===== src/rtl/szp_pkg.sv =====
// ----------------------------------------------------------------------------
// Size string parser package
// Shared constants, codes, result type and character helpers.
// ----------------------------------------------------------------------------
package szp_pkg;

  localparam int unsigned MAX_LEN = 4096;
  localparam int unsigned IDX_W   = $clog2(MAX_LEN + 1);
  localparam int unsigned VAL_W   = 63;
  localparam int unsigned SFX_W   = 6;

  localparam logic [VAL_W-1:0] TOP63 = {VAL_W{1'b1}};

  localparam logic [7:0] CH_NUL   = 8'h00;
  localparam logic [7:0] CH_SPACE = " ";
  localparam logic [7:0] CH_TAB   = 8'h09;
  localparam logic [7:0] CH_CR    = 8'h0D;
  localparam logic [7:0] CH_PLUS  = "+";
  localparam logic [7:0] CH_MINUS = "-";
  localparam logic [7:0] CH_0     = "0";
  localparam logic [7:0] CH_1     = "1";
  localparam logic [7:0] CH_9     = "9";
  localparam logic [7:0] CH_LA    = "a";
  localparam logic [7:0] CH_LF    = "f";
  localparam logic [7:0] CH_UA    = "A";
  localparam logic [7:0] CH_UF    = "F";
  localparam logic [7:0] CH_LX    = "x";
  localparam logic [7:0] CH_UX    = "X";

  localparam logic [4:0] NO_DIGIT = 5'd16;

  localparam logic [SFX_W-1:0] SFX_NONE = 6'd0;
  localparam logic [SFX_W-1:0] SFX_K    = 6'd10;
  localparam logic [SFX_W-1:0] SFX_M    = 6'd20;
  localparam logic [SFX_W-1:0] SFX_G    = 6'd30;
  localparam logic [SFX_W-1:0] SFX_T    = 6'd40;
  localparam logic [SFX_W-1:0] SFX_P    = 6'd50;

  typedef enum logic [2:0] {
    PH_WS,
    PH_SIGN,
    PH_ZERO,
    PH_XPEND,
    PH_DIGITS,
    PH_SUFFIX,
    PH_SKIP
  } phase_t;

  typedef enum logic [1:0] {
    RAD_DEC,
    RAD_OCT,
    RAD_HEX
  } radix_t;

  typedef enum logic [1:0] {
    ST_OK,
    ST_INVALID,
    ST_RANGE
  } status_t;

  typedef struct packed {
    logic [VAL_W-1:0] value;
    status_t          status;
    logic [IDX_W-1:0] stop_offset;
  } szp_res_t;

  function automatic logic [4:0] digit_of(input logic [7:0] c);
    logic [4:0] d;
    d = NO_DIGIT;
    if (c >= CH_0 && c <= CH_9) begin
      d = 5'(c - CH_0);
    end else if (c >= CH_LA && c <= CH_LF) begin
      d = 5'(c - CH_LA) + 5'd10;
    end else if (c >= CH_UA && c <= CH_UF) begin
      d = 5'(c - CH_UA) + 5'd10;
    end
    return d;
  endfunction

  function automatic logic [SFX_W-1:0] suffix_of(input logic [7:0] c);
    logic [SFX_W-1:0] s;
    unique case (c)
      "k", "K": s = SFX_K;
      "m", "M": s = SFX_M;
      "g", "G": s = SFX_G;
      "t", "T": s = SFX_T;
      "p", "P": s = SFX_P;
      default:  s = SFX_NONE;
    endcase
    return s;
  endfunction

  function automatic logic is_space(input logic [7:0] c);
    return (c == CH_SPACE) || (c >= CH_TAB && c <= CH_CR);
  endfunction

endpackage


===== src/rtl/szp_if.sv =====
// ----------------------------------------------------------------------------
// Size string parser channels
// Byte request channel and result channel, valid/ready handshake.
// ----------------------------------------------------------------------------
interface szp_in_if;
  logic       valid;
  logic       ready;
  logic [7:0] ch;

  modport source (output valid, output ch, input ready);
  modport sink   (input valid, input ch, output ready);
endinterface

interface szp_out_if;
  import szp_pkg::*;

  logic             valid;
  logic             ready;
  logic [VAL_W-1:0] value;
  logic [1:0]       status;
  logic [IDX_W-1:0] stop_offset;

  modport source (output valid, output value, output status, output stop_offset, input ready);
  modport sink   (input valid, input value, input status, input stop_offset, output ready);
endinterface


===== src/rtl/size_string_to_integer_parser.sv =====
// ----------------------------------------------------------------------------
// Size string to integer parser
// Streams a NUL-terminated string one byte per request and returns the
// parsed size (strtoll base 0 plus binary k/m/g/t/p suffix) on the NUL.
// ----------------------------------------------------------------------------
// Throughput: one byte per cycle while in_bus.ready is high. The result of
// the NUL byte is registered in the output register, or in the skid entry
// while the output register is held. This two-entry output buffer keeps
// bytes flowing while a result waits; ready drops only when both are full.
// Reset (synchronous, rst_n low) returns the parser to the idle state and
// empties the output buffer.
module size_string_to_integer_parser (
  input  logic      clk,
  input  logic      rst_n,
  szp_in_if.sink    in_bus,
  szp_out_if.source out_bus
);
  import szp_pkg::*;

  logic     res_fire;
  szp_res_t res;

  logic     out_valid_r, out_valid_nxt;
  szp_res_t out_data_r, out_data_nxt;
  logic     skid_valid_r, skid_valid_nxt;
  szp_res_t skid_data_r, skid_data_nxt;
  logic     in_fire;
  logic     out_fire;

  assign in_bus.ready = !skid_valid_r;
  assign in_fire      = in_bus.valid && in_bus.ready;
  assign out_fire     = out_valid_r && out_bus.ready;

  szp_parser u_parser (
    .clk       (clk),
    .rst_n     (rst_n),
    .byte_fire (in_fire),
    .ch        (in_bus.ch),
    .res_fire  (res_fire),
    .res       (res)
  );

  always_comb begin
    out_valid_nxt  = out_valid_r;
    out_data_nxt   = out_data_r;
    skid_valid_nxt = skid_valid_r;
    skid_data_nxt  = skid_data_r;
    // a new result only arrives while the skid entry is empty
    if (res_fire) begin
      if (!out_valid_r || out_fire) begin
        out_valid_nxt = 1'b1;
        out_data_nxt  = res;
      end else begin
        skid_valid_nxt = 1'b1;
        skid_data_nxt  = res;
      end
    end else if (out_fire) begin
      if (skid_valid_r) begin
        out_data_nxt   = skid_data_r;
        skid_valid_nxt = 1'b0;
      end else begin
        out_valid_nxt = 1'b0;
      end
    end
  end

  always_ff @(posedge clk) begin
    if (!rst_n) begin
      out_valid_r  <= 1'b0;
      skid_valid_r <= 1'b0;
    end else begin
      out_valid_r  <= out_valid_nxt;
      skid_valid_r <= skid_valid_nxt;
    end
  end

  always_ff @(posedge clk) begin
    out_data_r  <= out_data_nxt;
    skid_data_r <= skid_data_nxt;
  end

  assign out_bus.valid       = out_valid_r;
  assign out_bus.value       = out_data_r.value;
  assign out_bus.status      = out_data_r.status;
  assign out_bus.stop_offset = out_data_r.stop_offset;

endmodule


===== src/rtl/szp_parser.sv =====
// ----------------------------------------------------------------------------
// Size string parser core
// Per-byte parse state machine with shift-add accumulator; forms the result
// from the current state when the NUL byte arrives.
// ----------------------------------------------------------------------------
module szp_parser (
  input  logic              clk,
  input  logic              rst_n,
  input  logic              byte_fire,
  input  logic [7:0]        ch,
  output logic              res_fire,
  output szp_pkg::szp_res_t res
);
  import szp_pkg::*;

  phase_t           phase_r, phase_nxt;
  radix_t           radix_r, radix_nxt;
  logic             neg_r, neg_nxt;
  logic [VAL_W-1:0] mag_r, mag_nxt;
  logic             ovf_r, ovf_nxt;
  logic [IDX_W-1:0] idx_r, idx_nxt;
  logic [IDX_W-1:0] dend_r, dend_nxt;
  logic [SFX_W-1:0] sfx_r, sfx_nxt;

  logic [4:0]       dig;
  logic [SFX_W-1:0] sfx_ch;
  logic [4:0]       radix_val;
  logic [VAL_W+3:0] prod;
  logic [VAL_W+3:0] sum;
  logic             acc_ovf;
  logic             oor;
  logic [IDX_W-1:0] idx_inc;
  logic             sfx_ovf;
  logic [VAL_W-1:0] val;
  status_t          st;
  logic [IDX_W-1:0] stop;

  assign dig    = digit_of(ch);
  assign sfx_ch = suffix_of(ch);

  always_comb begin
    unique case (radix_r)
      RAD_OCT: radix_val = 5'd8;
      RAD_HEX: radix_val = 5'd16;
      default: radix_val = 5'd10;
    endcase
  end

  // magnitude * radix + digit, overflow when anything lands above bit 62
  always_comb begin
    unique case (radix_r)
      RAD_OCT: prod = {1'b0, mag_r, 3'b000};
      RAD_HEX: prod = {mag_r, 4'b0000};
      default: prod = {1'b0, mag_r, 3'b000} + {3'b000, mag_r, 1'b0};
    endcase
  end

  assign sum     = prod + (VAL_W+4)'(dig);
  assign acc_ovf = |sum[VAL_W+3:VAL_W];
  assign oor     = ovf_r || (neg_r && (mag_r != '0));
  assign idx_inc = (idx_r == IDX_W'(MAX_LEN)) ? idx_r : idx_r + 1'b1;
  assign sfx_ovf = (mag_r & ~(TOP63 >> sfx_r)) != '0;

  always_ff @(posedge clk) begin
    if (!rst_n) begin
      phase_r <= PH_WS;
      radix_r <= RAD_DEC;
      neg_r   <= 1'b0;
      mag_r   <= '0;
      ovf_r   <= 1'b0;
      idx_r   <= '0;
      dend_r  <= '0;
      sfx_r   <= SFX_NONE;
    end else begin
      phase_r <= phase_nxt;
      radix_r <= radix_nxt;
      neg_r   <= neg_nxt;
      mag_r   <= mag_nxt;
      ovf_r   <= ovf_nxt;
      idx_r   <= idx_nxt;
      dend_r  <= dend_nxt;
      sfx_r   <= sfx_nxt;
    end
  end

  always_comb begin
    phase_nxt = phase_r;
    radix_nxt = radix_r;
    neg_nxt   = neg_r;
    mag_nxt   = mag_r;
    ovf_nxt   = ovf_r;
    idx_nxt   = idx_r;
    dend_nxt  = dend_r;
    sfx_nxt   = sfx_r;
    if (byte_fire) begin
      if (ch == CH_NUL) begin
        // end of string: back to the idle state for the next one
        phase_nxt = PH_WS;
        radix_nxt = RAD_DEC;
        neg_nxt   = 1'b0;
        mag_nxt   = '0;
        ovf_nxt   = 1'b0;
        idx_nxt   = '0;
        dend_nxt  = '0;
        sfx_nxt   = SFX_NONE;
      end else begin
        idx_nxt = idx_inc;
        unique case (phase_r)
          PH_WS, PH_SIGN: begin
            priority if (phase_r == PH_WS && is_space(ch)) begin
              phase_nxt = PH_WS;
            end else if (phase_r == PH_WS && (ch == CH_PLUS || ch == CH_MINUS)) begin
              neg_nxt   = (ch == CH_MINUS);
              phase_nxt = PH_SIGN;
            end else if (ch == CH_0) begin
              radix_nxt = RAD_OCT;
              phase_nxt = PH_ZERO;
            end else if (ch >= CH_1 && ch <= CH_9) begin
              // magnitude is zero here, so the first digit cannot overflow
              radix_nxt = RAD_DEC;
              mag_nxt   = sum[VAL_W-1:0];
              phase_nxt = PH_DIGITS;
            end else begin
              mag_nxt  = '0;
              neg_nxt  = 1'b0;
              dend_nxt = '0;
              if (idx_r == '0 && sfx_ch != SFX_NONE) begin
                // a bare suffix letter reads as zero with a suffix
                sfx_nxt   = sfx_ch;
                dend_nxt  = IDX_W'(1);
                phase_nxt = PH_SUFFIX;
              end else begin
                phase_nxt = PH_SKIP;
              end
            end
          end
          PH_ZERO: begin
            priority if (ch == CH_LX || ch == CH_UX) begin
              dend_nxt  = idx_r;
              phase_nxt = PH_XPEND;
            end else if (dig < 5'd8) begin
              mag_nxt   = sum[VAL_W-1:0];
              phase_nxt = PH_DIGITS;
            end else begin
              dend_nxt = idx_r;
              if (sfx_ch != SFX_NONE) begin
                sfx_nxt   = sfx_ch;
                dend_nxt  = idx_inc;
                phase_nxt = PH_SUFFIX;
              end else begin
                phase_nxt = PH_SKIP;
              end
            end
          end
          PH_XPEND: begin
            if (dig < NO_DIGIT) begin
              radix_nxt = RAD_HEX;
              mag_nxt   = {{(VAL_W-5){1'b0}}, dig};
              phase_nxt = PH_DIGITS;
            end else begin
              phase_nxt = PH_SKIP;
            end
          end
          PH_DIGITS: begin
            if (dig < radix_val) begin
              // once overflowed, hold the magnitude and keep consuming digits
              if (!ovf_r) begin
                if (acc_ovf) begin
                  ovf_nxt = 1'b1;
                end else begin
                  mag_nxt = sum[VAL_W-1:0];
                end
              end
            end else begin
              dend_nxt = idx_r;
              priority if (oor) begin
                phase_nxt = PH_SKIP;
              end else if (sfx_ch != SFX_NONE) begin
                sfx_nxt   = sfx_ch;
                dend_nxt  = idx_inc;
                phase_nxt = PH_SUFFIX;
              end else begin
                phase_nxt = PH_SKIP;
              end
            end
          end
          PH_SUFFIX: begin
            phase_nxt = PH_SKIP;
          end
          default: begin
            phase_nxt = phase_r;
          end
        endcase
      end
    end
  end

  always_comb begin
    val  = '0;
    st   = ST_OK;
    stop = '0;
    unique case (phase_r)
      PH_WS, PH_SIGN: begin
        st = (idx_r == '0) ? ST_OK : ST_INVALID;
      end
      PH_ZERO: begin
        stop = idx_r;
      end
      PH_XPEND: begin
        st   = ST_INVALID;
        stop = dend_r;
      end
      PH_DIGITS: begin
        stop = idx_r;
        if (oor) begin
          st = ST_RANGE;
        end else begin
          val = mag_r;
        end
      end
      PH_SUFFIX: begin
        stop = dend_r;
        if (sfx_ovf) begin
          st = ST_RANGE;
        end else begin
          val = mag_r << sfx_r;
        end
      end
      default: begin
        st   = oor ? ST_RANGE : ST_INVALID;
        stop = dend_r;
      end
    endcase
  end

  assign res_fire        = byte_fire && (ch == CH_NUL);
  assign res.value       = (st == ST_OK) ? val : '0;
  assign res.status      = st;
  assign res.stop_offset = stop;

endmodule


===== src/flat_wrapper.sv =====
// flat-port wrapper written by rule: the top's interface ports become plain ports
module size_string_to_integer_parser_flat import szp_pkg::*;
  (clk, rst_n, in_bus_valid, in_bus_ch, in_bus_ready, out_bus_valid, out_bus_value, out_bus_status, out_bus_stop_offset, out_bus_ready);
  szp_in_if in_bus_i ();
  szp_out_if out_bus_i ();
  input  logic clk;
  input  logic rst_n;
  input wire logic [$bits(in_bus_i.valid)-1:0] in_bus_valid;
  input wire logic [$bits(in_bus_i.ch)-1:0] in_bus_ch;
  output wire logic [$bits(in_bus_i.ready)-1:0] in_bus_ready;
  output wire logic [$bits(out_bus_i.valid)-1:0] out_bus_valid;
  output wire logic [$bits(out_bus_i.value)-1:0] out_bus_value;
  output wire logic [$bits(out_bus_i.status)-1:0] out_bus_status;
  output wire logic [$bits(out_bus_i.stop_offset)-1:0] out_bus_stop_offset;
  input wire logic [$bits(out_bus_i.ready)-1:0] out_bus_ready;
  assign in_bus_i.valid = in_bus_valid;
  assign in_bus_i.ch = in_bus_ch;
  assign in_bus_ready = in_bus_i.ready;
  assign out_bus_valid = out_bus_i.valid;
  assign out_bus_value = out_bus_i.value;
  assign out_bus_status = out_bus_i.status;
  assign out_bus_stop_offset = out_bus_i.stop_offset;
  assign out_bus_i.ready = out_bus_ready;
  size_string_to_integer_parser u_core (.clk(clk), .rst_n(rst_n), .in_bus(in_bus_i), .out_bus(out_bus_i));
endmodule

===== config.mk =====
export PLATFORM = sky130hd
export DESIGN_NAME = size_string_to_integer_parser_flat
export DESIGN_NICKNAME = d
export VERILOG_FILES = /design/src/rtl/szp_pkg.sv /design/src/rtl/szp_if.sv /design/src/rtl/size_string_to_integer_parser.sv /design/src/rtl/szp_parser.sv /design/src/flat_wrapper.sv
export SDC_FILE = /design/constraint.sdc
export NUM_CORES = 1
export LEC_CHECK = 0
export BUFFER_PORTS_ARGS = -buffer_cell sky130_fd_sc_hd__buf_2
export CORE_AREA = 2 2 231 233
export CTS_CLUSTER_DIAMETER = 60
export DETAILED_ROUTE_END_ITERATION = 6
export DIE_AREA = 0 0 233 235
export SLEW_MARGIN = 20
export SYNTH_ARGS = -nofsm -noshare
export SYNTH_HDL_FRONTEND = slang
export SYNTH_SLANG_ARGS = --single-unit

===== constraint.sdc =====
create_clock -name clk -period 20.4 [get_ports clk]
set_clock_uncertainty 0.05 [all_clocks]
set_input_delay 4.08 -clock clk [delete_from_list [all_inputs] [get_ports clk]]
set_output_delay 4.08 -clock clk [all_outputs]
set_load 0.02 [all_outputs]

-- After elaboration in Yosys (flattened, before gate mapping)
Index checks and enable logic that the tools add are counted.
- add/sub/neg operators: 8
- multipliers: 0
- div/mod/pow operators: 0
- magnitude comparators: 12
- equal/unequal tests: 46
- shift-type cells: 2
- mux-type cells: 96
- bitwise gates (word level): 3
- reduce and logical (&&, ||, !) cells: 54
- operator list (cell ; count):
    63-bit two-way mux ; 14
    78-bit two-way mux ; 4
    63-bit case mux with 4 select lines ; 1
    13-bit two-way mux ; 12
    67-bit case mux with 2 select lines ; 1
    63-bit case mux with 2 select lines ; 1
    63-bit nonzero test ; 2
    8-bit by 7-bit equality test with 1-bit output (second input constant) ; 12
    66-bit by 64-bit adder with 67-bit output ; 1
    67-bit by 5-bit adder with 67-bit output ; 1
    6-bit two-way mux ; 11
    63-bit AND ; 1
    63-bit NOT ; 1
    63-bit by 6-bit left shift with 63-bit output ; 1
    63-bit by 6-bit >> shifter with 63-bit output (first input constant) ; 1
    3-bit inequality test (second input constant) ; 14
    13-bit case mux with 3 select lines ; 1
    8-bit by 6-bit equality test with 1-bit output (second input constant) ; 4
    6-bit case mux with 5 select lines ; 1
    2-bit two-way mux ; 14
    13-bit case mux with 2 select lines ; 1
    11-bit AND reduction ; 2
    3-bit two-way mux ; 7
    1-bit two-way mux ; 20
    49 further kinds ; 93
- flip-flop bits (word level): 260
- bits in latches: 0
- bits in writable memories: 0
- bits in read-only memories: 0
- input bits: 12
- output and inout port bits: 80
- logic and storage cells: 237
- memories kept: 0

-- Longest topological paths before layout
Gate-level depths: netlist of the first run.
- depth in word-level cells: 12
- mapped depth: 28
- gate-level depth less buffers: 21

-- Hierarchy
From an unflattened synthesis of the first run, not the netlist that was laid out.
- cells, all modules: 2916
- area, all modules: 23632.7 um^2
- modules (own cells, without submodules) (module ; instances ; cells each ; area each (um^2) ; seq. area each (um^2)):
    szp_parser ; 1 ; 2659 ; 17504.3 ; 2021.9
    size_string_to_integer_parser ; 1 ; 257 ; 6128.4 ; 4724.5

-- Worst setup path after synthesis of the first run
OpenSTA, ideal clock, no wires.
- path kind: input -> register
- start: in in_bus_ch[0]
- end: reg u_core.skid_data_r[0] in the netlist's numbering, enable pin
- arrival time: 11488 ps
- required time: 19722 ps
- path slack: 8235 ps
- stages: 8
- path buffers: 2
- cells stage by stage: inv_1 -> ha_1 -> nand2_1 -> nor3_1 -> clkbuf_1 -> nand2_1 -> clkbuf_1 -> nor3b_1
- cells in the longest elaborated chain, start to end: 3
- RTL lines (item ; line ; RTL):
    start, declared ; flat_wrapper.sv:9 ; input wire logic [$bits(in_bus_i.ch)-1:0] in_bus_ch;
    8-bit zero test ; szp_parser.sv:236 ; assign res_fire = byte_fire && (ch == CH_NUL);
    1-bit logical AND ; szp_parser.sv:236 ;
    2-bit AND reduction (no source line) ; n/a ;
    end signal, assigned ; size_string_to_integer_parser.sv:79 ; skid_data_r <= skid_data_nxt;
    end, declared ; size_string_to_integer_parser.sv:26 ; szp_res_t skid_data_r, skid_data_nxt;
No other way between the ends.
A chain may end at the register's enable or synchronous reset.

-- Worst setup path after layout of the first run
- start: in in_bus_ch[4]
- end: reg u_core.u_parser.mag_r[49]
- cells in the longest elaborated chain, start to end: 12
- elaborated cells on any way between the ends: 61
- RTL lines (item ; line ; RTL):
    5-bit by 1-bit subtractor with 5-bit output, or another cell as far along ; szp_pkg.sv:73, szp_pkg.sv:75 ;
    5-bit by 4-bit adder with 5-bit output or 1-bit logical AND (tied branches) ; szp_pkg.sv:73, szp_pkg.sv:75, szp_pkg.sv:74 ;
    5-bit two-way mux ; szp_pkg.sv:74 ; end else if (c >= CH_UA && c <= CH_UF) begin
    5-bit two-way mux ; szp_pkg.sv:72 ; end else if (c >= CH_LA && c <= CH_LF) begin
    5-bit two-way mux ; szp_pkg.sv:70 ; if (c >= CH_0 && c <= CH_9) begin
    67-bit by 5-bit adder with 67-bit output ; szp_parser.sv:58 ; assign sum = prod + (VAL_W+4)'(dig);
    63-bit two-way mux ; szp_parser.sv:118 ; end else if (ch >= CH_1 && ch <= CH_9) begin
    63-bit two-way mux ; szp_parser.sv:115 ; end else if (ch == CH_0) begin
    63-bit two-way mux ; szp_parser.sv:112 ; end else if (phase_r == PH_WS && (ch == CH_PLUS || ch == CH_MINUS)) begin
    63-bit two-way mux ; szp_parser.sv:110 ; priority if (phase_r == PH_WS && is_space(ch)) begin
    63-bit case mux with 4 select lines ; szp_parser.sv:108 ; unique case (phase_r)
    63-bit two-way mux ; szp_parser.sv:96 ; if (ch == CH_NUL) begin
    end signal, assigned ; szp_parser.sv:78 ; mag_r <= mag_nxt;
    end, declared ; szp_parser.sv:19 ; logic [VAL_W-1:0] mag_r, mag_nxt;
Parallel ways exist; a longest one is shown, timed or not. The select of a mux whose other input is x is not followed.

==> results.md, run 1 <==
* Initial DRC Count at 3,150
* Full die area at 0.0548 mm2
* Max cap viols at 0
* Setup TNS at 0 ns
* Layout cells sized above 1 at 8.98%
* Critical path's slowest cell: buf_4
* CP Cell Sequence: buf_2, nor3b_1, o311ai_0, a31oi_1, a21oi_1, o21ai_0, ha_1, a21o_1, a21oi_1, nor2b_1, o21a_1, nand4_1, a211oi_1, nand3_1, nor3_1, nand4_1, nor4_2, o22ai_4, o21ai_4, buf_4, mux2i_1
* Max-slew violations at 0
* Post-synthesis cell count at 2,976
* WL per Instance at 22.9 um
* NumNets Final at 2,956
* Largest family of logic cells by synthesized area: compound AO/OA/AOI/OAI gates
* Minimum clock period at 9.93 ns
* Cell at the root of the clock tree: clkbuf_16
* Total number of vias at 23,300
* IO Count at 92
* M1 WL at 37,000 um
* Power, Total at 1.42 mW
* Clk pin slew, worst setup/hold paths at 0.06 ns
* Final count of hold timing violations at 0
* Slew HR at 21.2%
* Number of clock sinks at 259
* Max Root-Sink Buffers at 3
* Post-Syn Nets at 3,068
* GRT Util Overall at 28.7%
* Hold WC Path Type: flop to flop
* Post-DRT Antenna Nets at 0
* Multiplexer share of the synthesized area at 9.86%
* RSZ-0062 raised after global routing: false
* Cts bufs inserted at 27
* Count of cell types in the netlist at 89
* CTS tree: done
* HPWL after DPL at 60,500 um
* Top-count cell post-synth: nand2_1
* Initial antenna violation count at 0
* Critical Path AT at 10.35 ns
* Worst Path Required at 20.82 ns
* Slowest stage delay, CP at 0.76 ns
* Reg2Reg Launch Point: u_core.u_parser.mag_r[3]
* # diodes at 0
* Vias in the first global route at 21,500
* Filler cells at 5,125
* Core Region at 0.0522 mm2
* Mapped Area at 0.0233 mm2
* Pwr dens at 57.4 mW/mm2
* Hold path startpoint: u_core.u_parser.dend_r[0]
* DRT Pass-1 Iters at 6
* Met3 WL at 5790 um
* Final period utilization at 48.7%
* Setup bufs post-CTS at 0
* Placer congestion estimate at 0.991
* Initial Util at 44.5%
* Drt via density at 6.52
* Largest net degree at the start of global routing at 102
* Hold-fix buffers, CTS at 0
* Post-Synth Adder-Cell Area at 4.37%
* Worst Setup Path Type: input pin to flop
* Worst VDD drop at 0.0000573 V
* Synth top area share at 20.1%
* Post-synthesis compound-gate area fraction at 24.9%
* Routed length on met2 at 35,900 um
* CP startpoint kind: input pin
* Post-synthesis simple-gate area fraction at 23.8%
* Highest Signal Layer: met4
* Syn Area/Cell at 7.81 um2
* Top FF cell, synth: edfxtp_1
* Final setup viols at 0
* CP endpoint kind: flop
* Num rows at 84
* Post-CTS sizing at 0
* Status: finished clean
* Height of the die at 235 um
* Area Growth Syn to Fin at 6.28%
* Worst Setup SP: in_bus_ch[4]
* Post-synth EDFFs at 156
* Synth Register Bits at 259
* Crit path max fanout at 59
* Synth area leaders: edfxtp_1 (20%), dfxtp_1 (8.9%), nand2_1 (7.4%), mux2i_1 (6.0%), a21oi_1 (5.2%)
* Fmax achieved at 101 MHz
* H-tree depth at 1
* Crit-path leading delay family: compound AO/OA/AOI/OAI gates
* Top cells by count, synth: nand2_1 (461), nor2_1 (279), a21oi_1 (241), clkbuf_1 (198), o21ai_0 (167)
* Port bufs at 91
* Placed Instance Area at 0.0238 mm2
* P_leak at 8.41 nW
* Overflow after GRT at 0
* Synth Area in XOR/XNOR at 2.86%
* DIE WIDTH at 233 um
* FFs w/ async S/R, synth at 0%
* Leading area contributor after synthesis: edfxtp_1
* First-pass GRT wire length at 125,000 um
* Sequential area share after synthesis at 29.0%
* Worst Tran Pin Value at 1.18 ns
* Final instance area at 0.0247 mm2
* Final WL at 81,600 um
* Crit path buffers/inverters at 2
* DRC at 0
* Yosys warns at 0
* Clock Latency Late Sink at 0.55 ns
## per-layer routing
layer  global-route usage [%]  vias to the layer above
li1                         -                    10900
met1                     41.6                    11200
met2                     44.3                     1025
met3                     2.84                      168
met4                     10.1                        0
met5                        0                        -
## worst min-delay path: cells and delay by family, from the launching register on
kind               cells  cell delay, ns
AOI/OAI and AO/OA      1            0.07
DFF                    1            0.31
and+or+nand+nor        1            0.05
## layout by cell type (no fill, tap or decap), types with 43 or more instances in the layout
master	count
nand2_1	460
nor2_1	277
a21oi_1	241
o21ai_0	167
edfxtp_1	156
mux2i_1	139
dfxtp_1	100
buf_2	91
ha_1	76
nor3_1	69
o31ai_1	69
nand3_1	62
a22oi_1	61
nand4_1	58
xnor2_1	47
nor2b_1	45
a211oi_1	43
## final timing paths
| kind | end | slack, ns | cells after the start |
|---|---|---|---|
| worst min-delay path | u_core.u_parser.dend_r[0] | 0.42 | 2 |
| worst max register to register | u_core.u_parser.mag_r[49] | 13.69 | 15 |
| worst max-delay path | u_core.u_parser.mag_r[49] | 10.47 | 21 |
| worst min register to register | u_core.u_parser.dend_r[0] | 0.42 | 2 |
## through the flow
step / setup WS [ns] / utilization [%] / hold slack [ns] / cells
2_1_floorplan: 8.23 / - / 0.394 / 2976
3_3_place_gp: 10.35 / 45.6 / 0.413 / 3523
3_5_place_dp: 9.97 / 45.6 / 0.410 / 3523
4_1_cts: 10.54 / 47.3 / 0.419 / 3572
5_1_grt: 10.02 / 47.3 / 0.444 / 3572
6_report: 10.47 / 47.3 / 0.423 / 3572
## power by group
| group | leakage, nW | switching, mW | internal [mW] | total [mW] |
|---|---|---|---|---|
| clock network | 0.441 | 0.209 | 0.296 | 0.505 |
| registers | 2.29 | 0.0137 | 0.554 | 0.567 |
| logic | 5.68 | 0.244 | 0.101 | 0.346 |
## layout make-up
class                      instances  area (um2)  area share (%)
multi-input combinational       2416       15400            62.2
sequential                       259        6750            27.3
tap                              688         861            3.48
clock buffer                      32         694            2.81
timing repair buffer             118         658            2.66
clock inverter                    17         209           0.845
inverter                          42         158           0.638
## logic make-up (layout without fill, tap and decap cells)
logic type,count (synthesis),after routing
AOI/OAI and AO/OA,881,881
xor gates and xnor gates,76,76
buffers and inverters,301,209
DFF,259,259
muxes,198,198
and+or+nand+nor,1181,1181
adders and majority gates,80,80
## flip-flops by register name, indices dropped and copies added, names as in the netlist
register                    cells
u_core.u_parser.phase_r         3
u_core.u_parser.radix_r         2
u_core.out_bus.stop_offset     13
u_core.u_parser.idx_r          13
u_core.skid_valid_r             1
u_core.out_bus.status           2
u_core.u_parser.neg_r           1
u_core.skid_data_r             78
u_core.u_parser.mag_r          63
u_core.out_bus.value           63
u_core.u_parser.dend_r         13
u_core.out_bus.valid            1
u_core.u_parser.ovf_r           1
u_core.u_parser.sfx_r           5
Power figures use the tool's default switching activity.
==> run 2: changes to the inputs <==
- clock period: 20.4 -> 10.1 ns (I/O delays scaled with it)
==> results.md, run 2 (synthesized netlist as in run 1, its figures left out) <==
* Hold path startpoint: u_core.u_parser.dend_r[0] (unchanged)
* Met3 WL at 5650 um (was 5790 um)
* Full die area at 0.0548 mm2 (unchanged)
* RSZ-0062 raised after global routing: false (unchanged)
* Overflow after GRT at 0 (unchanged)
* Hold WC Path Type: flop to flop (unchanged)
* Biggest register: u_core.skid_data_r (unchanged)
* Filler cells at 5,217 (was 5,125)
* WL per Instance at 24.0 um (was 22.9 um)
* Height of the die at 235 um (unchanged)
* CTS tree: done (unchanged)
* Switch share at 34.7% (was 32.9%)
* IO Count at 92 (unchanged)
* Reg2Reg Launch Point: u_core.u_parser.mag_r[20] (was u_core.u_parser.mag_r[3])
* Crit path buffers/inverters at 2 (unchanged)
* GRT Util Overall at 30.3% (was 28.7%)
* NumNets Final at 2,961 (was 2,956)
* Cell at the root of the clock tree: clkbuf_16 (unchanged)
* Critical Path AT at 8.12 ns (was 10.35 ns)
* Status: finished clean (unchanged)
* DIE WIDTH at 233 um (unchanged)
* Area Growth Syn to Fin at 6.33% (was 6.28%)
* Placer congestion estimate at 0.946 (was 0.991)
* CP endpoint kind: flop (unchanged)
* First-pass GRT wire length at 131,000 um (was 125,000 um)
* Max cap viols at 0 (unchanged)
* Setup TNS at 0 ns (unchanged)
* Largest net degree at the start of global routing at 100 (was 102)
* Hold Path Depth at 2 (unchanged)
* Commonest non-fill, non-tap cells in the layout: nand2_1 (460), nor2_1 (276), a21oi_1 (240) (was nand2_1 (460), nor2_1 (277), a21oi_1 (241))
* Total number of vias at 23,400 (was 23,300)
* M1 WL at 38,000 um (was 37,000 um)
* Critical path's slowest cell: buf_4 (unchanged)
* Reg2Reg Depth at 15 (unchanged)
* Initial antenna violation count at 0 (unchanged)
* Core Region at 0.0522 mm2 (unchanged)
* Pwr dens at 114 mW/mm2 (was 57.4 mW/mm2)
* Pint at 1.84 mW (was 951 uW)
* Highest Signal Layer: met4 (unchanged)
* Slew HR at 21.4% (was 21.2%)
* Crit path max fanout at 59 (unchanged)
* Vias in the first global route at 21,900 (was 21,500)
* Hold-fix buffers, CTS at 0 (unchanged)
* Worst Path Required at 10.54 ns (was 20.82 ns)
* DRC at 0 (unchanged)
* Worst Tran Pin Value at 1.15 ns (was 1.18 ns)
* Setup bufs post-CTS at 0 (unchanged)
* Worst VDD drop at 0.000109 V (was 0.0000573 V)
* Crit-path leading delay family: compound AO/OA/AOI/OAI gates (unchanged)
* Drt via density at 6.54 (was 6.52)
* DRT Pass-1 Iters at 6 (unchanged)
* Hold worst-path end: u_core.u_parser.dend_r[0] (unchanged)
* Final setup viols at 0 (unchanged)
* Clk pwr share at 34.5% (was 35.6%)
* Max Root-Sink Buffers at 3 (unchanged)
* Worst Setup Path Type: input pin to flop (unchanged)
* Reg power frac at 40.5% (was 40.0%)
* H-tree depth at 1 (unchanged)
* Most common cell after layout, fill and taps aside: nand2_1 (unchanged)
* # diodes at 0 (unchanged)
* Post-CTS sizing at 0 (unchanged)
* HPWL after DPL at 64,000 um (was 60,500 um)
* Power share of the combinational group at 25.1% (was 24.4%)
* Max-slew violations at 0 (unchanged)
* Cts bufs inserted at 28 (was 27)
* Clk pin slew, worst setup/hold paths at 0.06 ns (about the same)
* Final period utilization at 76.1%
* Final WL at 85,700 um (was 81,600 um)
* Final count of hold timing violations at 0 (unchanged)
* CP Cell Sequence: buf_2, nor3b_1, o311ai_0, a31oi_1, a21oi_1, o21ai_0, ha_1, a21o_1, a21oi_1, nor2b_1, o21a_1, nand4_1, a211oi_1, nand3_1, nor3_1, nand4_1, nor4_2, o22ai_4, o21ai_4, buf_4, mux2i_1 (unchanged)
* Slowest stage delay, CP at 0.78 ns (was 0.76 ns)
* Reg2reg end: u_core.u_parser.mag_r[57] (was u_core.u_parser.mag_r[49])
* Fmax achieved at 130 MHz
* Port bufs at 91 (unchanged)
* Post-DRT Antenna Nets at 0 (unchanged)
* CP startpoint kind: input pin (unchanged)
* Initial Util at 44.5% (unchanged)
* Hold WS at 0.424 ns (was 0.423 ns)
* Number of clock sinks at 259 (unchanged)
* Switch Pwr at 980 uW (was 467 uW)
* FF-to-FF setup slack at 3.39 ns (was 13.69 ns)
* Routed length on met2 at 38,600 um (was 35,900 um)
* Largest register FFs at 78 (unchanged)
* Initial DRC Count at 2,048 (was 3,150)
* P_leak at 8.39 nW (was 8.41 nW)
* Layout cells sized above 1 at 9.35% (was 8.98%)
* Num rows at 84 (unchanged)
* Clock Latency Late Sink at 0.58 ns (was 0.55 ns)
* Minimum clock period at 7.68 ns
-- run 2: cell types whose count changed in the layout (fill, tap and decap cells not counted), sizes merged --
cell	previous run	this run
clkinvlp	0	6
clkinv	9	7
clkbuf	32	33
bufinv	4	0
buf	118	122
-- run 2: how the worst max path moves through the flow --
stage / cells past startpoint / slack (ns) / from / end
global route: 21 / 1.78 / in_bus_ch[4] / u_core.u_parser.mag_r[42]
global placement: 21 / 2.15 / in_bus_ch[4] / u_core.u_parser.mag_r[59]
floorplan: 9 / 1.71 / in_bus_ch[0] / u_core.out_bus.status[0]
finish: 21 / 2.42 / in_bus_ch[4] / u_core.u_parser.mag_r[57]
detailed placement: 21 / 1.95 / in_bus_ch[4] / u_core.u_parser.mag_r[38]
CTS: 21 / 2.54 / in_bus_ch[4] / u_core.u_parser.mag_r[38]
-- run 2: area by class of cell --
class | instances | area, um2 | area share [%]
Tap cell | 688 | 861 | 3.48
Inverter | 42 | 158 | 0.638
Timing Repair Buffer | 122 | 688 | 2.78
Clock inverter | 17 | 144 | 0.582
Multi-Input combinational cell | 2416 | 15400 | 62.3
Clock buffer | 33 | 719 | 2.91
Sequential cell | 259 | 6750 | 27.3
-- run 2: stage by stage --
stage / total power, mW / utilization [%] / worst slack, ns / std cells / instance area (um2)
2_1_floorplan: 1.70 / - / 1.71 / 2976 / 23300
3_3_place_gp: 1.86 / 45.7 / 2.15 / 3527 / 23800
3_5_place_dp: 1.86 / 45.7 / 1.95 / 3527 / 23900
4_1_cts: 2.84 / 47.3 / 2.54 / 3577 / 24700
5_1_grt: 2.95 / 47.3 / 1.78 / 3577 / 24700
6_report: 2.82 / 47.3 / 2.42 / 3577 / 24700
-- run 2: power groups by stage --
stage / Sequential (mW) / Combinational, mW / Clock (mW)
finish: 1.14 / 0.708 / 0.973
global route: 1.14 / 0.768 / 1.04
CTS: 1.14 / 0.699 / 0.997
detailed placement: 1.16 / 0.696 / 0
global placement: 1.16 / 0.696 / 0
floorplan: 1.15 / 0.549 / 0
-- run 2: metal layers --
layer	GRT usage, %	up-vias
li1	-	10900
met1	42.7	11300
met2	47.3	979
met3	3.11	180
met4	12.4	0
met5	0	-
-- run 2: worst register-to-register path: cells and delay by family, from the launching register on --
family | cells | cell delay, ns
compound gates | 7 | 2.58
xor+xnor | 1 | 0.28
fa+ha+maj | 1 | 0.45
buf+inv | 1 | 0.78
flops | 1 | 0.74
mux | 1 | 0.31
simple gates | 4 | 1.41
